### config.mk
export PLATFORM = sky130hd
export DESIGN_NAME = socks5_connect_handshake_flat
export DESIGN_NICKNAME = d
export VERILOG_FILES = /design/src/hw/rtl/s5h_pkg.sv /design/src/hw/rtl/s5h_if.sv /design/src/hw/rtl/s5h_front.sv /design/src/hw/rtl/s5h_queue.sv /design/src/hw/rtl/s5h_back.sv /design/src/hw/rtl/socks5_connect_handshake.sv /design/src/flat_wrapper.sv
export SDC_FILE = /design/constraint.sdc
export NUM_CORES = 1
export LEC_CHECK = 0
export BUFFER_PORTS_ARGS = -buffer_cell sky130_fd_sc_hd__buf_2
export CAP_MARGIN = 20
export CORE_MARGIN = 10
export CORE_UTILIZATION = 65
export DETAILED_ROUTE_END_ITERATION = 12
export PLACE_DENSITY = 0.82
export SLEW_MARGIN = 20
export SYNTH_ARGS = -nofsm -noshare
export SYNTH_HDL_FRONTEND = slang
export SYNTH_SLANG_ARGS = --single-unit
### constraint.sdc
create_clock -name clock -period 6.4 [get_ports clock]
set_input_delay 0.32 -clock clock [delete_from_list [all_inputs] [get_ports clock]]
set_output_delay 0.32 -clock clock [all_outputs]
set_load 0.02 [all_outputs]
### src/hw/rtl/s5h_pkg.sv
`default_nettype none

package s5h_pkg;

   // protocol bytes
   localparam logic [7:0] SOCKS_VER   = 8'h05;
   localparam logic [7:0] CMD_CONNECT = 8'h01;
   localparam logic [7:0] ATYP_IPV4   = 8'h01;
   localparam logic [7:0] ATYP_DOMAIN = 8'h03;
   localparam logic [7:0] ATYP_IPV6   = 8'h04;
   localparam logic [7:0] AUTH_NONE   = 8'h00;
   localparam logic [7:0] AUTH_REJECT = 8'hFF;
   localparam logic [7:0] REP_OK      = 8'h00;
   localparam logic [7:0] REP_FAIL    = 8'h01;
   localparam logic [7:0] REP_CMD_BAD = 8'h07;

   // address type codes on the result channel
   localparam logic [1:0] AT_IPV4   = 2'd0;
   localparam logic [1:0] AT_DOMAIN = 2'd1;
   localparam logic [1:0] AT_IPV6   = 2'd2;

   localparam logic [7:0] IPV4_LEN = 8'd4;
   localparam logic [7:0] IPV6_LEN = 8'd16;

   // full reply is version, code, rsv, atyp, 4 addr bytes, 2 port bytes minus
   // one: 05 cc 00 00 00 00 00 00 00
   localparam int REPLY_LEN = 9;
   localparam int IDX_W     = $clog2(REPLY_LEN + 1);

   localparam int QUEUE_DEPTH = 4;
   localparam int QPTR_W      = $clog2(QUEUE_DEPTH);
   localparam int QCNT_W      = $clog2(QUEUE_DEPTH + 1);

   typedef enum logic [3:0] {
      PH_VER,
      PH_NMETH,
      PH_NMETH_BAD,
      PH_METHODS,
      PH_RVER,
      PH_CMD,
      PH_RSV,
      PH_ATYP,
      PH_DOMLEN,
      PH_ADDR,
      PH_PORT_HI,
      PH_PORT_LO,
      PH_WAIT,
      PH_RELAY,
      PH_CLOSED
   } phase_type;

   typedef enum logic [2:0] {
      KIND_REPLY,
      KIND_ADDR,
      KIND_OPEN,
      KIND_CLOSE,
      KIND_RELAY
   } kind_type;

   // what the back end has to emit for one queued job
   typedef enum logic [2:0] {
      OP_ITEM,          // one result, fields taken from the job
      OP_AUTH_OK,       // 05 00
      OP_AUTH_BAD,      // 05 FF, close
      OP_REPLY,         // 9-byte reply, code in data
      OP_REPLY_CLOSE    // 9-byte reply, then close
   } op_type;

   typedef struct packed {
      op_type      op;
      kind_type    kind;
      logic [7:0]  data;
      logic [1:0]  addr_type;
      logic [15:0] port;
   } job_type;

   typedef struct packed {
      kind_type    kind;
      logic [7:0]  data;
      logic [1:0]  addr_type;
      logic [15:0] port;
      logic        last;
   } beat_type;

   // result number idx of a job
   function automatic beat_type expand(input job_type j, input logic [IDX_W-1:0] idx);
      beat_type b;
      b = '0;
      b.kind = KIND_REPLY;
      unique case (j.op)
         OP_ITEM: begin
            b.kind      = j.kind;
            b.data      = j.data;
            b.addr_type = j.addr_type;
            b.port      = j.port;
            b.last      = 1'b1;
         end
         OP_AUTH_OK: begin
            b.data = (idx == '0) ? SOCKS_VER : AUTH_NONE;
            b.last = (idx == IDX_W'(1));
         end
         OP_AUTH_BAD: begin
            if (idx == IDX_W'(2)) begin
               b.kind = KIND_CLOSE;
               b.last = 1'b1;
            end else begin
               b.data = (idx == '0) ? SOCKS_VER : AUTH_REJECT;
            end
         end
         OP_REPLY, OP_REPLY_CLOSE: begin
            if (j.op == OP_REPLY_CLOSE && idx == IDX_W'(REPLY_LEN)) begin
               b.kind = KIND_CLOSE;
               b.last = 1'b1;
            end else begin
               b.data = (idx == '0) ? SOCKS_VER :
                        (idx == IDX_W'(1)) ? j.data : 8'h00;
               b.last = (j.op == OP_REPLY) && (idx == IDX_W'(REPLY_LEN - 1));
            end
         end
         default: begin
            b.last = 1'b1;
         end
      endcase
      return b;
   endfunction

endpackage

`default_nettype wire

### src/hw/rtl/s5h_if.sv
`default_nettype none

interface s5h_req_if;
   logic       valid;
   logic       ready;
   logic       mode;
   logic [7:0] in_byte;
   logic       open_ok;

   modport source (output valid, output mode, output in_byte, output open_ok, input ready);
   modport sink   (input valid, input mode, input in_byte, input open_ok, output ready);
endinterface

interface s5h_rsp_if;
   logic        valid;
   logic        ready;
   logic [2:0]  kind;
   logic [7:0]  data;
   logic [1:0]  addr_type;
   logic [15:0] target_port;
   logic        last;

   modport source (output valid, output kind, output data, output addr_type,
                   output target_port, output last, input ready);
   modport sink   (input valid, input kind, input data, input addr_type,
                   input target_port, input last, output ready);
endinterface

`default_nettype wire

### src/hw/rtl/s5h_front.sv
`default_nettype none

module s5h_front (
   input  wire logic              clock,
   input  wire logic              reset,
   input  wire logic              csr_write_enable,
   input  wire logic              csr_write_data,
   s5h_req_if.sink                req,
   input  wire logic              queue_full,
   output logic                   push,
   output s5h_pkg::job_type       job
);

   logic                  socks_enable_ff;
   s5h_pkg::phase_type    phase_ff, phase_in;
   logic [7:0]            bytes_left_ff, bytes_left_in;
   logic [7:0]            command_ff, command_in;
   logic [1:0]            address_kind_ff, address_kind_in;
   logic                  domain_empty_ff, domain_empty_in;
   logic [15:0]           port_ff, port_in;
   logic                  fire;

   assign req.ready = !queue_full;
   assign fire      = req.valid && req.ready;

   always_ff @(posedge clock) begin
      if (reset) begin
         socks_enable_ff <= 1'b1;
      end else if (csr_write_enable) begin
         socks_enable_ff <= csr_write_data;
      end
   end

   always_ff @(posedge clock) begin
      if (reset) begin
         phase_ff        <= s5h_pkg::PH_VER;
         bytes_left_ff   <= '0;
         command_ff      <= '0;
         address_kind_ff <= '0;
         domain_empty_ff <= 1'b0;
         port_ff         <= '0;
      end else begin
         phase_ff        <= phase_in;
         bytes_left_ff   <= bytes_left_in;
         command_ff      <= command_in;
         address_kind_ff <= address_kind_in;
         domain_empty_ff <= domain_empty_in;
         port_ff         <= port_in;
      end
   end

   always_comb begin
      phase_in        = phase_ff;
      bytes_left_in   = bytes_left_ff;
      command_in      = command_ff;
      address_kind_in = address_kind_ff;
      domain_empty_in = domain_empty_ff;
      port_in         = port_ff;
      push            = 1'b0;
      job             = '0;
      job.op          = s5h_pkg::OP_ITEM;
      job.kind        = s5h_pkg::KIND_REPLY;

      if (fire) begin
         if (!socks_enable_ff) begin
            // bypass: relay every byte, parser state untouched
            if (!req.mode) begin
               push     = 1'b1;
               job.kind = s5h_pkg::KIND_RELAY;
               job.data = req.in_byte;
            end
         end else if (!req.mode) begin
            unique case (phase_ff)
               s5h_pkg::PH_VER: begin
                  phase_in = (req.in_byte == s5h_pkg::SOCKS_VER) ?
                             s5h_pkg::PH_NMETH : s5h_pkg::PH_NMETH_BAD;
               end
               s5h_pkg::PH_NMETH_BAD: begin
                  push     = 1'b1;
                  job.op   = s5h_pkg::OP_AUTH_BAD;
                  phase_in = s5h_pkg::PH_CLOSED;
               end
               s5h_pkg::PH_NMETH: begin
                  if (req.in_byte == 8'h00) begin
                     push     = 1'b1;
                     job.op   = s5h_pkg::OP_AUTH_OK;
                     phase_in = s5h_pkg::PH_RVER;
                  end else begin
                     bytes_left_in = req.in_byte;
                     phase_in      = s5h_pkg::PH_METHODS;
                  end
               end
               s5h_pkg::PH_METHODS: begin
                  bytes_left_in = bytes_left_ff - 8'd1;
                  if (bytes_left_in == 8'h00) begin
                     push     = 1'b1;
                     job.op   = s5h_pkg::OP_AUTH_OK;
                     phase_in = s5h_pkg::PH_RVER;
                  end
               end
               s5h_pkg::PH_RVER: begin
                  phase_in = s5h_pkg::PH_CMD;
               end
               s5h_pkg::PH_CMD: begin
                  command_in = req.in_byte;
                  phase_in   = s5h_pkg::PH_RSV;
               end
               s5h_pkg::PH_RSV: begin
                  phase_in = s5h_pkg::PH_ATYP;
               end
               s5h_pkg::PH_ATYP: begin
                  if (req.in_byte == s5h_pkg::ATYP_IPV4) begin
                     address_kind_in = s5h_pkg::AT_IPV4;
                     bytes_left_in   = s5h_pkg::IPV4_LEN;
                     domain_empty_in = 1'b0;
                     phase_in        = s5h_pkg::PH_ADDR;
                  end else if (req.in_byte == s5h_pkg::ATYP_DOMAIN) begin
                     address_kind_in = s5h_pkg::AT_DOMAIN;
                     phase_in        = s5h_pkg::PH_DOMLEN;
                  end else if (req.in_byte == s5h_pkg::ATYP_IPV6) begin
                     address_kind_in = s5h_pkg::AT_IPV6;
                     bytes_left_in   = s5h_pkg::IPV6_LEN;
                     domain_empty_in = 1'b0;
                     phase_in        = s5h_pkg::PH_ADDR;
                  end else begin
                     push     = 1'b1;
                     job.kind = s5h_pkg::KIND_CLOSE;
                     phase_in = s5h_pkg::PH_CLOSED;
                  end
               end
               s5h_pkg::PH_DOMLEN: begin
                  bytes_left_in   = req.in_byte;
                  domain_empty_in = (req.in_byte == 8'h00);
                  phase_in        = (req.in_byte == 8'h00) ?
                                    s5h_pkg::PH_PORT_HI : s5h_pkg::PH_ADDR;
               end
               s5h_pkg::PH_ADDR: begin
                  push          = 1'b1;
                  job.kind      = s5h_pkg::KIND_ADDR;
                  job.data      = req.in_byte;
                  job.addr_type = address_kind_ff;
                  bytes_left_in = bytes_left_ff - 8'd1;
                  if (bytes_left_in == 8'h00) begin
                     phase_in = s5h_pkg::PH_PORT_HI;
                  end
               end
               s5h_pkg::PH_PORT_HI: begin
                  port_in  = {req.in_byte, 8'h00};
                  phase_in = s5h_pkg::PH_PORT_LO;
               end
               s5h_pkg::PH_PORT_LO: begin
                  port_in = {port_ff[15:8], req.in_byte};
                  push    = 1'b1;
                  if (command_ff != s5h_pkg::CMD_CONNECT) begin
                     job.op   = s5h_pkg::OP_REPLY_CLOSE;
                     job.data = s5h_pkg::REP_CMD_BAD;
                     phase_in = s5h_pkg::PH_CLOSED;
                  end else if (port_in == 16'h0000 ||
                               (address_kind_ff == s5h_pkg::AT_DOMAIN && domain_empty_ff)) begin
                     job.kind = s5h_pkg::KIND_CLOSE;
                     phase_in = s5h_pkg::PH_CLOSED;
                  end else begin
                     job.kind      = s5h_pkg::KIND_OPEN;
                     job.addr_type = address_kind_ff;
                     job.port      = port_in;
                     phase_in      = s5h_pkg::PH_WAIT;
                  end
               end
               s5h_pkg::PH_RELAY: begin
                  push     = 1'b1;
                  job.kind = s5h_pkg::KIND_RELAY;
                  job.data = req.in_byte;
               end
               default: begin
                  // waiting for the open outcome, or closed: byte dropped
               end
            endcase
         end else if (phase_ff == s5h_pkg::PH_WAIT) begin
            push = 1'b1;
            if (req.open_ok) begin
               job.op   = s5h_pkg::OP_REPLY;
               job.data = s5h_pkg::REP_OK;
               phase_in = s5h_pkg::PH_RELAY;
            end else begin
               job.op   = s5h_pkg::OP_REPLY_CLOSE;
               job.data = s5h_pkg::REP_FAIL;
               phase_in = s5h_pkg::PH_CLOSED;
            end
         end
      end
   end

   a_closed_silent: assert property (@(posedge clock) disable iff (reset)
      (socks_enable_ff && phase_ff == s5h_pkg::PH_CLOSED) |-> !push)
      else $error("job issued after close");

   a_closed_sticks: assert property (@(posedge clock) disable iff (reset)
      (phase_ff == s5h_pkg::PH_CLOSED) |=> (phase_ff == s5h_pkg::PH_CLOSED))
      else $error("left closed phase");

endmodule

`default_nettype wire

### src/hw/rtl/s5h_queue.sv
`default_nettype none

module s5h_queue (
   input  wire logic              clock,
   input  wire logic              reset,
   input  wire logic              push,
   input  wire s5h_pkg::job_type  push_job,
   output logic                   full,
   input  wire logic              pop,
   output s5h_pkg::job_type       head,
   output logic                   empty
);

   s5h_pkg::job_type                mem_ff [s5h_pkg::QUEUE_DEPTH];
   logic [s5h_pkg::QPTR_W-1:0]      wr_ptr_ff, rd_ptr_ff;
   logic [s5h_pkg::QCNT_W-1:0]      count_ff, count_in;

   assign full  = (count_ff == s5h_pkg::QCNT_W'(s5h_pkg::QUEUE_DEPTH));
   assign empty = (count_ff == '0);
   assign head  = mem_ff[rd_ptr_ff];

   always_comb begin
      count_in = count_ff;
      if (push && !pop) begin
         count_in = count_ff + s5h_pkg::QCNT_W'(1);
      end else if (pop && !push) begin
         count_in = count_ff - s5h_pkg::QCNT_W'(1);
      end
   end

   always_ff @(posedge clock) begin
      if (reset) begin
         wr_ptr_ff <= '0;
         rd_ptr_ff <= '0;
         count_ff  <= '0;
      end else begin
         count_ff <= count_in;
         if (push) begin
            wr_ptr_ff <= wr_ptr_ff + s5h_pkg::QPTR_W'(1);
         end
         if (pop) begin
            rd_ptr_ff <= rd_ptr_ff + s5h_pkg::QPTR_W'(1);
         end
      end
   end

   always_ff @(posedge clock) begin
      if (push) begin
         mem_ff[wr_ptr_ff] <= push_job;
      end
   end

   a_no_overflow: assert property (@(posedge clock) disable iff (reset)
      push |-> (!full || pop))
      else $error("push into full queue");

   a_no_underflow: assert property (@(posedge clock) disable iff (reset)
      pop |-> !empty)
      else $error("pop from empty queue");

endmodule

`default_nettype wire

### src/hw/rtl/s5h_back.sv
`default_nettype none

module s5h_back (
   input  wire logic              clock,
   input  wire logic              reset,
   input  wire s5h_pkg::job_type  head,
   input  wire logic              empty,
   output logic                   pop,
   s5h_rsp_if.source              rsp
);

   logic                           rsp_valid_ff, rsp_valid_in;
   s5h_pkg::beat_type              beat_ff, beat;
   logic [s5h_pkg::IDX_W-1:0]      idx_ff, idx_in;
   logic                           load;

   assign beat = s5h_pkg::expand(head, idx_ff);
   assign load = !empty && (!rsp_valid_ff || rsp.ready);
   assign pop  = load && beat.last;

   always_comb begin
      idx_in       = idx_ff;
      rsp_valid_in = rsp_valid_ff;
      if (load) begin
         idx_in       = beat.last ? '0 : idx_ff + s5h_pkg::IDX_W'(1);
         rsp_valid_in = 1'b1;
      end else if (rsp.ready) begin
         rsp_valid_in = 1'b0;
      end
   end

   always_ff @(posedge clock) begin
      if (reset) begin
         rsp_valid_ff <= 1'b0;
         idx_ff       <= '0;
      end else begin
         rsp_valid_ff <= rsp_valid_in;
         idx_ff       <= idx_in;
      end
   end

   always_ff @(posedge clock) begin
      if (load) begin
         beat_ff <= beat;
      end
   end

   assign rsp.valid       = rsp_valid_ff;
   assign rsp.kind        = beat_ff.kind;
   assign rsp.data        = beat_ff.data;
   assign rsp.addr_type   = beat_ff.addr_type;
   assign rsp.target_port = beat_ff.port;
   assign rsp.last        = beat_ff.last;

   a_idx_bound: assert property (@(posedge clock) disable iff (reset)
      idx_ff <= s5h_pkg::IDX_W'(s5h_pkg::REPLY_LEN))
      else $error("result index past longest job");

   a_idx_rewinds: assert property (@(posedge clock) disable iff (reset)
      pop |=> (idx_ff == '0))
      else $error("index not cleared after job");

endmodule

`default_nettype wire

### src/hw/rtl/socks5_connect_handshake.sv
`default_nettype none

// Server side of a SOCKS5 CONNECT handshake without authentication. Client
// bytes (mode 0) and the outcome of the channel open (mode 1, open_ok) enter
// on req_if, one item per cycle. Results leave on rsp_if: reply bytes, target
// address bytes as they arrive, one open request carrying address type and
// port, a close, or relayed bytes; last marks the final result of each input
// item. A front end runs the parser and turns each item into at most one job;
// a 4-entry job queue sits between it and a back end that expands each job
// into its results, one per cycle while the output is not stalled, into a
// registered output stage. An input item is taken every cycle while the
// queue has room; most items give zero or one result, the replies give 2,
// 3, 9 or 10 results. csr_write_enable / csr_write_data set the handshake
// enable (reset 1); with it at 0 every client byte is relayed and the parser
// state is frozen. After a close, input is dropped until reset while the
// enable is 1. Write the enable only while the block is idle.

module socks5_connect_handshake (
   input  wire logic   clock,
   input  wire logic   reset,
   input  wire logic   csr_write_enable,
   input  wire logic   csr_write_data,
   s5h_req_if.sink     req_if,
   s5h_rsp_if.source   rsp_if
);

   logic              push;
   logic              pop;
   logic              full;
   logic              empty;
   s5h_pkg::job_type  push_job;
   s5h_pkg::job_type  head;

   // parser / classifier
   s5h_front u_front (
      .clock            (clock),
      .reset            (reset),
      .csr_write_enable (csr_write_enable),
      .csr_write_data   (csr_write_data),
      .req              (req_if),
      .queue_full       (full),
      .push             (push),
      .job              (push_job)
   );

   // decouples parser from result bursts
   s5h_queue u_queue (
      .clock    (clock),
      .reset    (reset),
      .push     (push),
      .push_job (push_job),
      .full     (full),
      .pop      (pop),
      .head     (head),
      .empty    (empty)
   );

   // job expansion and output register
   s5h_back u_back (
      .clock (clock),
      .reset (reset),
      .head  (head),
      .empty (empty),
      .pop   (pop),
      .rsp   (rsp_if)
   );

endmodule

`default_nettype wire

### src/flat_wrapper.sv
// flat-port wrapper written by rule: the top's interface ports become plain ports
module socks5_connect_handshake_flat 
  (clock, reset, csr_write_enable, csr_write_data, req_if_valid, req_if_mode, req_if_in_byte, req_if_open_ok, req_if_ready, rsp_if_valid, rsp_if_kind, rsp_if_data, rsp_if_addr_type, rsp_if_target_port, rsp_if_last, rsp_if_ready);
  s5h_req_if req_if_i ();
  s5h_rsp_if rsp_if_i ();
  input  wire logic clock;
  input  wire logic reset;
  input  wire logic csr_write_enable;
  input  wire logic csr_write_data;
  input wire logic [$bits(req_if_i.valid)-1:0] req_if_valid;
  input wire logic [$bits(req_if_i.mode)-1:0] req_if_mode;
  input wire logic [$bits(req_if_i.in_byte)-1:0] req_if_in_byte;
  input wire logic [$bits(req_if_i.open_ok)-1:0] req_if_open_ok;
  output wire logic [$bits(req_if_i.ready)-1:0] req_if_ready;
  output wire logic [$bits(rsp_if_i.valid)-1:0] rsp_if_valid;
  output wire logic [$bits(rsp_if_i.kind)-1:0] rsp_if_kind;
  output wire logic [$bits(rsp_if_i.data)-1:0] rsp_if_data;
  output wire logic [$bits(rsp_if_i.addr_type)-1:0] rsp_if_addr_type;
  output wire logic [$bits(rsp_if_i.target_port)-1:0] rsp_if_target_port;
  output wire logic [$bits(rsp_if_i.last)-1:0] rsp_if_last;
  input wire logic [$bits(rsp_if_i.ready)-1:0] rsp_if_ready;
  assign req_if_i.valid = req_if_valid;
  assign req_if_i.mode = req_if_mode;
  assign req_if_i.in_byte = req_if_in_byte;
  assign req_if_i.open_ok = req_if_open_ok;
  assign req_if_ready = req_if_i.ready;
  assign rsp_if_valid = rsp_if_i.valid;
  assign rsp_if_kind = rsp_if_i.kind;
  assign rsp_if_data = rsp_if_i.data;
  assign rsp_if_addr_type = rsp_if_i.addr_type;
  assign rsp_if_target_port = rsp_if_i.target_port;
  assign rsp_if_last = rsp_if_i.last;
  assign rsp_if_i.ready = rsp_if_ready;
  socks5_connect_handshake u_core (.clock(clock), .reset(reset), .csr_write_enable(csr_write_enable), .csr_write_data(csr_write_data), .req_if(req_if_i), .rsp_if(rsp_if_i));
endmodule
==> results of run 1 <==
cell usage after synthesis, types with 3 or more instances:
library cell  number  area (um2)
inv_1             28       105.1
nand2_1           49       183.9
nor4_1             9       56.30
nor3_1             9       45.04
o21ai_0           30       150.1
nand3_1           15       75.07
or4_1              3       22.52
and2_1            27       168.9
nand2b_1          10       62.56
xor2_1             4       35.03
nor2_1            42       157.7
o211ai_1           4       30.03
nand4_1            5       31.28
ha_1              11       137.6
or2_2              4       25.02
mux2i_1           11       110.1
a311oi_1           3       26.28
xnor2_1            8       70.07
nor2b_1           29       181.4
mux4_2            32       720.7
edfxtp_1         158        4745
a211oi_1           5       37.54
or3_1              4       25.02
a21oi_1           39       195.2
nor3b_1            5       37.54
dfxtp_1           46       920.9
a21o_1             5       37.54
a31oi_1            6       37.54
clkbuf_1          27       101.4
final timing paths:
kind / start / to / slack [ns] / depth (start not counted)
worst max-delay path: flip-flop / u_core.u_queue.count_ff[2] / 2.57 / 11
worst min-delay path: csr_write_enable / u_core.u_front.socks_enable_ff / 0.04 / 2
worst max register to register: flip-flop / u_core.u_queue.count_ff[2] / 2.57 / 11
worst min register to register: u_core.u_back.rsp.valid / u_core.u_back.rsp.valid / 0.47 / 2
routing by layer:
layer  global-route usage (%)  wire [um]  vias to the layer above
met3                    3.043       1385                       34
met4                    6.030        449                        0
met1                    28.87       8230                     2822
li1                         -          -                     2593
met5                        0          0                        -
met2                    34.41       9602                      270
stage by stage:
stage | power (mW) | utilization, %
6_report | 3.837 | 74.82
4_1_cts | 3.855 | 74.82
2_1_floorplan | 2.362 | -
3_5_place_dp | 2.619 | 69.63
5_1_grt | 3.991 | 74.82
3_3_place_gp | 2.573 | 69.63
state kept, by name, indices dropped and copies added, names as in the netlist, 3 cells and up, named ones only:
register and count:
u_core.u_queue.mem_ff 128, u_core.u_queue.count_ff 3, u_core.u_back.rsp.target_port 16, u_core.u_front.port_ff 8
u_core.u_front.phase_ff 4, u_core.u_front.bytes_left_ff 8, u_core.u_back.rsp.data 8, u_core.u_front.command_ff 8
u_core.u_back.idx_ff 4, u_core.u_back.rsp.kind 3
final cells by class:
cell class / instances / area, um2 / area share [%]
multi-input combinational: 405 / 3014 / 30.18
clock buffer: 27 / 558.0 / 5.588
sequential: 204 / 5667 / 56.74
clock inverter: 10 / 135.1 / 1.353
inverter: 28 / 105.1 / 1.052
timing repair buffer: 54 / 287.8 / 2.881
tap: 176 / 220.2 / 2.205
report_power, final:
part / leakage (nW) / total [mW] / internal, mW / switching (mW)
logic: 1.19 / 0.887 / 0.330 / 0.558
clock network: 0.329 / 1.23 / 0.740 / 0.487
registers: 1.84 / 1.72 / 1.63 / 0.0969
total: 3.36 / 3.84 / 2.69 / 1.14
cell families (layout without fill, tap and decap cells):
logic type | after synthesis | count (layout)
and+or+nand+nor | 223 | 223
DFF | 204 | 204
xor gates and xnor gates | 12 | 12
buffers and inverters | 59 | 119
muxes | 43 | 43
AOI/OAI and AO/OA | 115 | 115
adders and majority gates | 12 | 12
worst register-to-register path: stages, from the launching register on:
cell and delay [ns]:
dfxtp_2 0.75, mux4_2 0.70, or4b_4 0.56, o221ai_4 0.14, a21oi_1 0.19, inv_1 0.11
ha_1 0.19, inv_1 0.07, fa_1 0.43, xor2_1 0.17, or3_1 0.31, a21oi_1 0.14
==> metrics.txt, run 1 <==
Iteration-0 DRC Markers 638; post-synthesis xor/xnor area fraction 1.179%; Max Freq 261.2 MHz; share of layout cells above drive strength 1 between 10% and 20%; Worst-Margin Slew 0.9034 ns; ant diodes 0; Synth Instances 668; CP required between 6 and 7 ns; fin worst setup slack approximately 2.6 ns; post-synthesis compound-gate area fraction 8.256%; I/O Buffers 47; Post-synth EDFFs about 160; design area 9987 um2; drt via density 6.326; Die Footprint 18790 um2; Final HPWL DP 11.82 mm; GR Util All Layers 21.05%; Max-Cap Viols 0; Worst setup EP type flip-flop; Synthesized Nets 696; Post-Synth Simple-Gate Area between 10% and 20%; Yosys reg bits 204; slowest CP cell dfxtp_2; dpl cell area 9294 um2; Hold Path Class primary input to flip-flop; Num CTS Buffers 21; post-place setup slack 2.543 ns; setup violators final 0; Area growth syn-to-layout 12.08%; post-synth cell types 59; ANT nets after route 0; CP max stage delay 0.75 ns; FP Rows 42; Synth Cell Area slightly below 9000 um2; Critical Path AT approximately 4.2 ns; Max Clock Skew 0.02318 ns; GRT Residual Overflow 0; Max VDD drop 0.0002082 V; synthesized area per cell around 13 um2; RSZ-0062 raised after global routing no; Adder-Cell Fraction of Synth Area 1.769%; result of the run finished clean; total core area about 13000 um2; via count 5719; final period utilization 59.81%; main combinational cell family by area after synthesis simple AND/OR/NAND/NOR gates; Starting Density about two thirds; Most used DFF post-synth edfxtp_1; Warnings, synthesis 0; CTS clk-pin slew, worst paths approximately 0.060 ns; RD Place Congestion 0.9470; drt wl/cell between 20 and 25 um; Top delay family on crit path simple AND/OR/NAND/NOR gates; Layout fillers 821; Crit Path Class flip-flop to flip-flop; Slew HR 39.78%; postcts setup bufs 0; first-pass GRT wire length ~31 mm; DRT Pass-1 Iters 5; clk sinks ~200; post-synthesis mux area share 9.323%; CTS root buffer clkbuf_16; WP buf/inv 2; I/O pin count 48; Fin. Hold Viols 0; CP cell instances mux4_2 > or4b_4 > o221ai_4 > a21oi_1 > inv_1 > ha_1 > inv_1 > fa_1 > xor2_1 > or3_1 > a21oi_1; Longest Clk Path Bufs 3; Max Transition Viols Final 0; Seq/Total Area, Yosys between 60 and 70%; H-tree levels 1; Finished Layout Cells around 900; LEAKAGE roughly 3.4 nW; initial antenna violation count 0; fin crit period approximately 3.8 ns; largest net degree at the start of global routing 46; commonest non-fill, non-tap cells in the layout edfxtp_1 (158), nand2_1 (49), buf_2 (47); Final TNS setup 0 ns; dpl cells approximately 870; vias in the first global route 5578; Hold Slack 0.03802 ns; Worst-Skew Late Latency approximately 0.49 ns; final wirelength 19.67 mm; hold_buf cts 0; Critical Path Start Type flip-flop; die width 137.1 um; CTS tree yes; DRC errors left 0; PostCTS Resize Cnt 0; die height 137.1 um; Worst Path Max Fanout 18; leading cell type in the layout, fill and taps excluded edfxtp_1; Final nets around 740; Pwr Density 384.2 nW/um2; asr flop ratio synth 0%
Note: power is estimated with default switching activity, not from simulation.
==> run 2: changes to the inputs <==
--- a/config.mk
+++ b/config.mk
@@ -8,9 +8,9 @@
 export BUFFER_PORTS_ARGS = -buffer_cell sky130_fd_sc_hd__buf_2
 export CAP_MARGIN = 20
 export CORE_MARGIN = 10
-export CORE_UTILIZATION = 65
+export CORE_UTILIZATION = 61
 export DETAILED_ROUTE_END_ITERATION = 12
-export PLACE_DENSITY = 0.82
+export PLACE_DENSITY = 0.78
 export SLEW_MARGIN = 20
 export SYNTH_ARGS = -nofsm -noshare
 export SYNTH_HDL_FRONTEND = slang
==> constraint.sdc (replaced) <==
create_clock -name clock -period 3.95 [get_ports clock]
set_input_delay 0.1975 -clock clock [delete_from_list [all_inputs] [get_ports clock]]
set_output_delay 0.1975 -clock clock [all_outputs]
set_load 0.02 [all_outputs]
==> run 2 against run 1 <==
  * Via count is 0.75% lower
  * Clock power up 50%
  * Critical path depth unchanged
  * Worst hold slack improved by 0.055 ns
  * First-iteration DRC count fell by 8.6%
  * Wire length fell by 1.4%
  * Largest power group unchanged
  * Highest routed layer unchanged
  * Critical path type unchanged
  * Largest cell class unchanged
==> metrics.txt, run 2 (synthesis gave the netlist of run 1 again) <==
result of the run finished clean; final period utilization 85.40%; Pint 4.249 mW; Hold Slack 0.09307 ns; Worst-Skew Late Latency 0.48 ns; Die Footprint between 15000 and 20000 um2; H-tree levels 1; Top reg by flops u_core.u_queue.mem_ff; Max VDD drop ~0.00032 V; Num CTS Buffers 21; total core area between 10000 and 15000 um2; ant diodes 0; drt wl/cell 21.06 um; number of flip-flops in the largest register 128; PostCTS Resize Cnt 0; Max Freq 296.4 MHz; GRT Residual Overflow 0; Final nets 751; DRC errors left 0; drt via density approximately 6; Critical Path AT about 3.8 ns; GR Util All Layers 19.21%; Worst setup EP type flip-flop; combinational share of power 24.2%; Psw 1.791 mW; CTS tree yes; DRT Pass-1 Iters 5; R2R setup slack 0.58 ns; Max Transition Viols Final 0; Max-Cap Viols 0; Worst Path Max Fanout 8; die height 140.9 um; Slew HR around two fifths; postcts setup bufs 0; Max Clock Skew approximately 0.013 ns; reg2reg path depth 11; commonest non-fill, non-tap cells in the layout edfxtp_1 (158), nand2_1 (49), buf_2 (47); largest net degree at the start of global routing 46; CTS clk-pin slew, worst paths roughly 0.060 ns; Switching Share 29.65%; leading cell type in the layout, fill and taps excluded edfxtp_1; ANT nets after route 0; Hold Path Class primary input to flip-flop; share of layout cells above drive strength 1 18.59%; initial antenna violation count 0; I/O Buffers 47; final wirelength 19.39 mm; Area growth syn-to-layout 12.57%; Starting Density 61.78%; dpl cells 881; die width 140.9 um; vias in the first global route 5767; Fin. Hold Viols 0; Crit Path Class flip-flop to flip-flop; via count 5676; fin worst setup slack 0.5767 ns; Final TNS setup 0 ns; Layout fillers approximately 1000; clk sinks about 200; Seq pwr share approximately 45%; RD Place Congestion 0.8884; RSZ-0062 raised after global routing no; hold_buf cts 3; Clk pwr share 30.6%; LEAKAGE 3.391 nW; Final HPWL DP 12.20 mm; I/O pin count between 40 and 50; CP required about 4.4 ns; setup violators final 0; RR Endpoint u_core.u_queue.count_ff[2]; CTS root buffer clkbuf_16; Critical Path Start Type flip-flop; end point of the critical path u_core.u_queue.count_ff[2]; post-place setup slack 0.5933 ns; Iteration-0 DRC Markers 583; Longest Clk Path Bufs 3; fin crit period 3.373 ns; Finished Layout Cells a little over 900; first-pass GRT wire length 30.95 mm; Pwr Density 602.1 nW/um2; Worst-Margin Slew 0.9184 ns; FP Rows 44
-- run 2: cell count changes in the layout (fill, tap and decap cells not counted), sizes merged --
cell         previous run  this run
clkinvlp                3         1
clkinv                  3         6
buf                    54        60
dlygate4sd3             0         3
clkbuf                 27        30
inv                    29        28
bufinv                  3         0
-- run 2: worst min path at each step --
stage / cells after the start / end / from
2_1_floorplan: 1 / u_core.u_front.socks_enable_ff / csr_write_enable
3_3_place_gp: 3 / u_core.u_front.socks_enable_ff / csr_write_data
3_5_place_dp: 2 / u_core.u_front.socks_enable_ff / csr_write_enable
4_1_cts: 3 / u_core.u_front.port_ff[13] / req_if_in_byte[5]
5_1_grt: 3 / u_core.u_front.port_ff[13] / req_if_in_byte[5]
6_report: 3 / u_core.u_front.port_ff[13] / req_if_in_byte[5]
-- run 2: worst max-delay path, cell delays in order (launching register included) --
cell and delay (ns):
dfxtp_2 0.39, mux4_2 0.62, or4b_4 0.57, o221ai_4 0.13, a21oi_1 0.18, inv_1 0.09, ha_1 0.19, inv_1 0.07
fa_1 0.42, xor2_1 0.17, or3_1 0.31, a21oi_1 0.14
-- run 2: cell type report --
type                       count  area, um2  share of cell area, %
inverter                      28      105.1                  1.048
clock buffer                  30      610.6                  6.087
sequential                   204       5667                  56.49
timing repair buffer          63      362.8                  3.617
clock inverter                 7      41.29                 0.4116
tap                          184      230.2                  2.295
multi-input combinational    405       3014                  30.05
-- run 2: layer usage --
layer | global-route usage (%) | part of all wire, % | up-vias
met5 | 0 | 0 | -
met4 | 4.402 | 1.3 | 0
met3 | 4.232 | 7.4 | 24
met2 | 32.36 | 50 | 203
met1 | 24.90 | 42 | 2838
li1 | - | - | 2611
-- run 2: power groups by stage --
| stage | registers (mW) | clock network [mW] | logic, mW |
|---|---|---|---|
| floorplan | 2.97 | 0 | 0.858 |
| global placement | 2.77 | 0 | 1.42 |
| detailed placement | 2.78 | 0 | 1.46 |
| CTS | 2.74 | 1.88 | 1.48 |
| global route | 2.76 | 1.97 | 1.58 |
| finish | 2.73 | 1.85 | 1.46 |
-- run 2: per-stage QoR --
| stage | util (%) | total power, mW | area (um2) |
|---|---|---|---|
| 2_1_floorplan | - | 3.827 | 8911 |
| 4_1_cts | 69.54 | 6.094 | 10030 |
| 5_1_grt | 69.54 | 6.317 | 10030 |
| 3_3_place_gp | 64.82 | 4.190 | 9349 |
| 3_5_place_dp | 64.82 | 4.243 | 9349 |
| 6_report | 69.54 | 6.040 | 10030 |
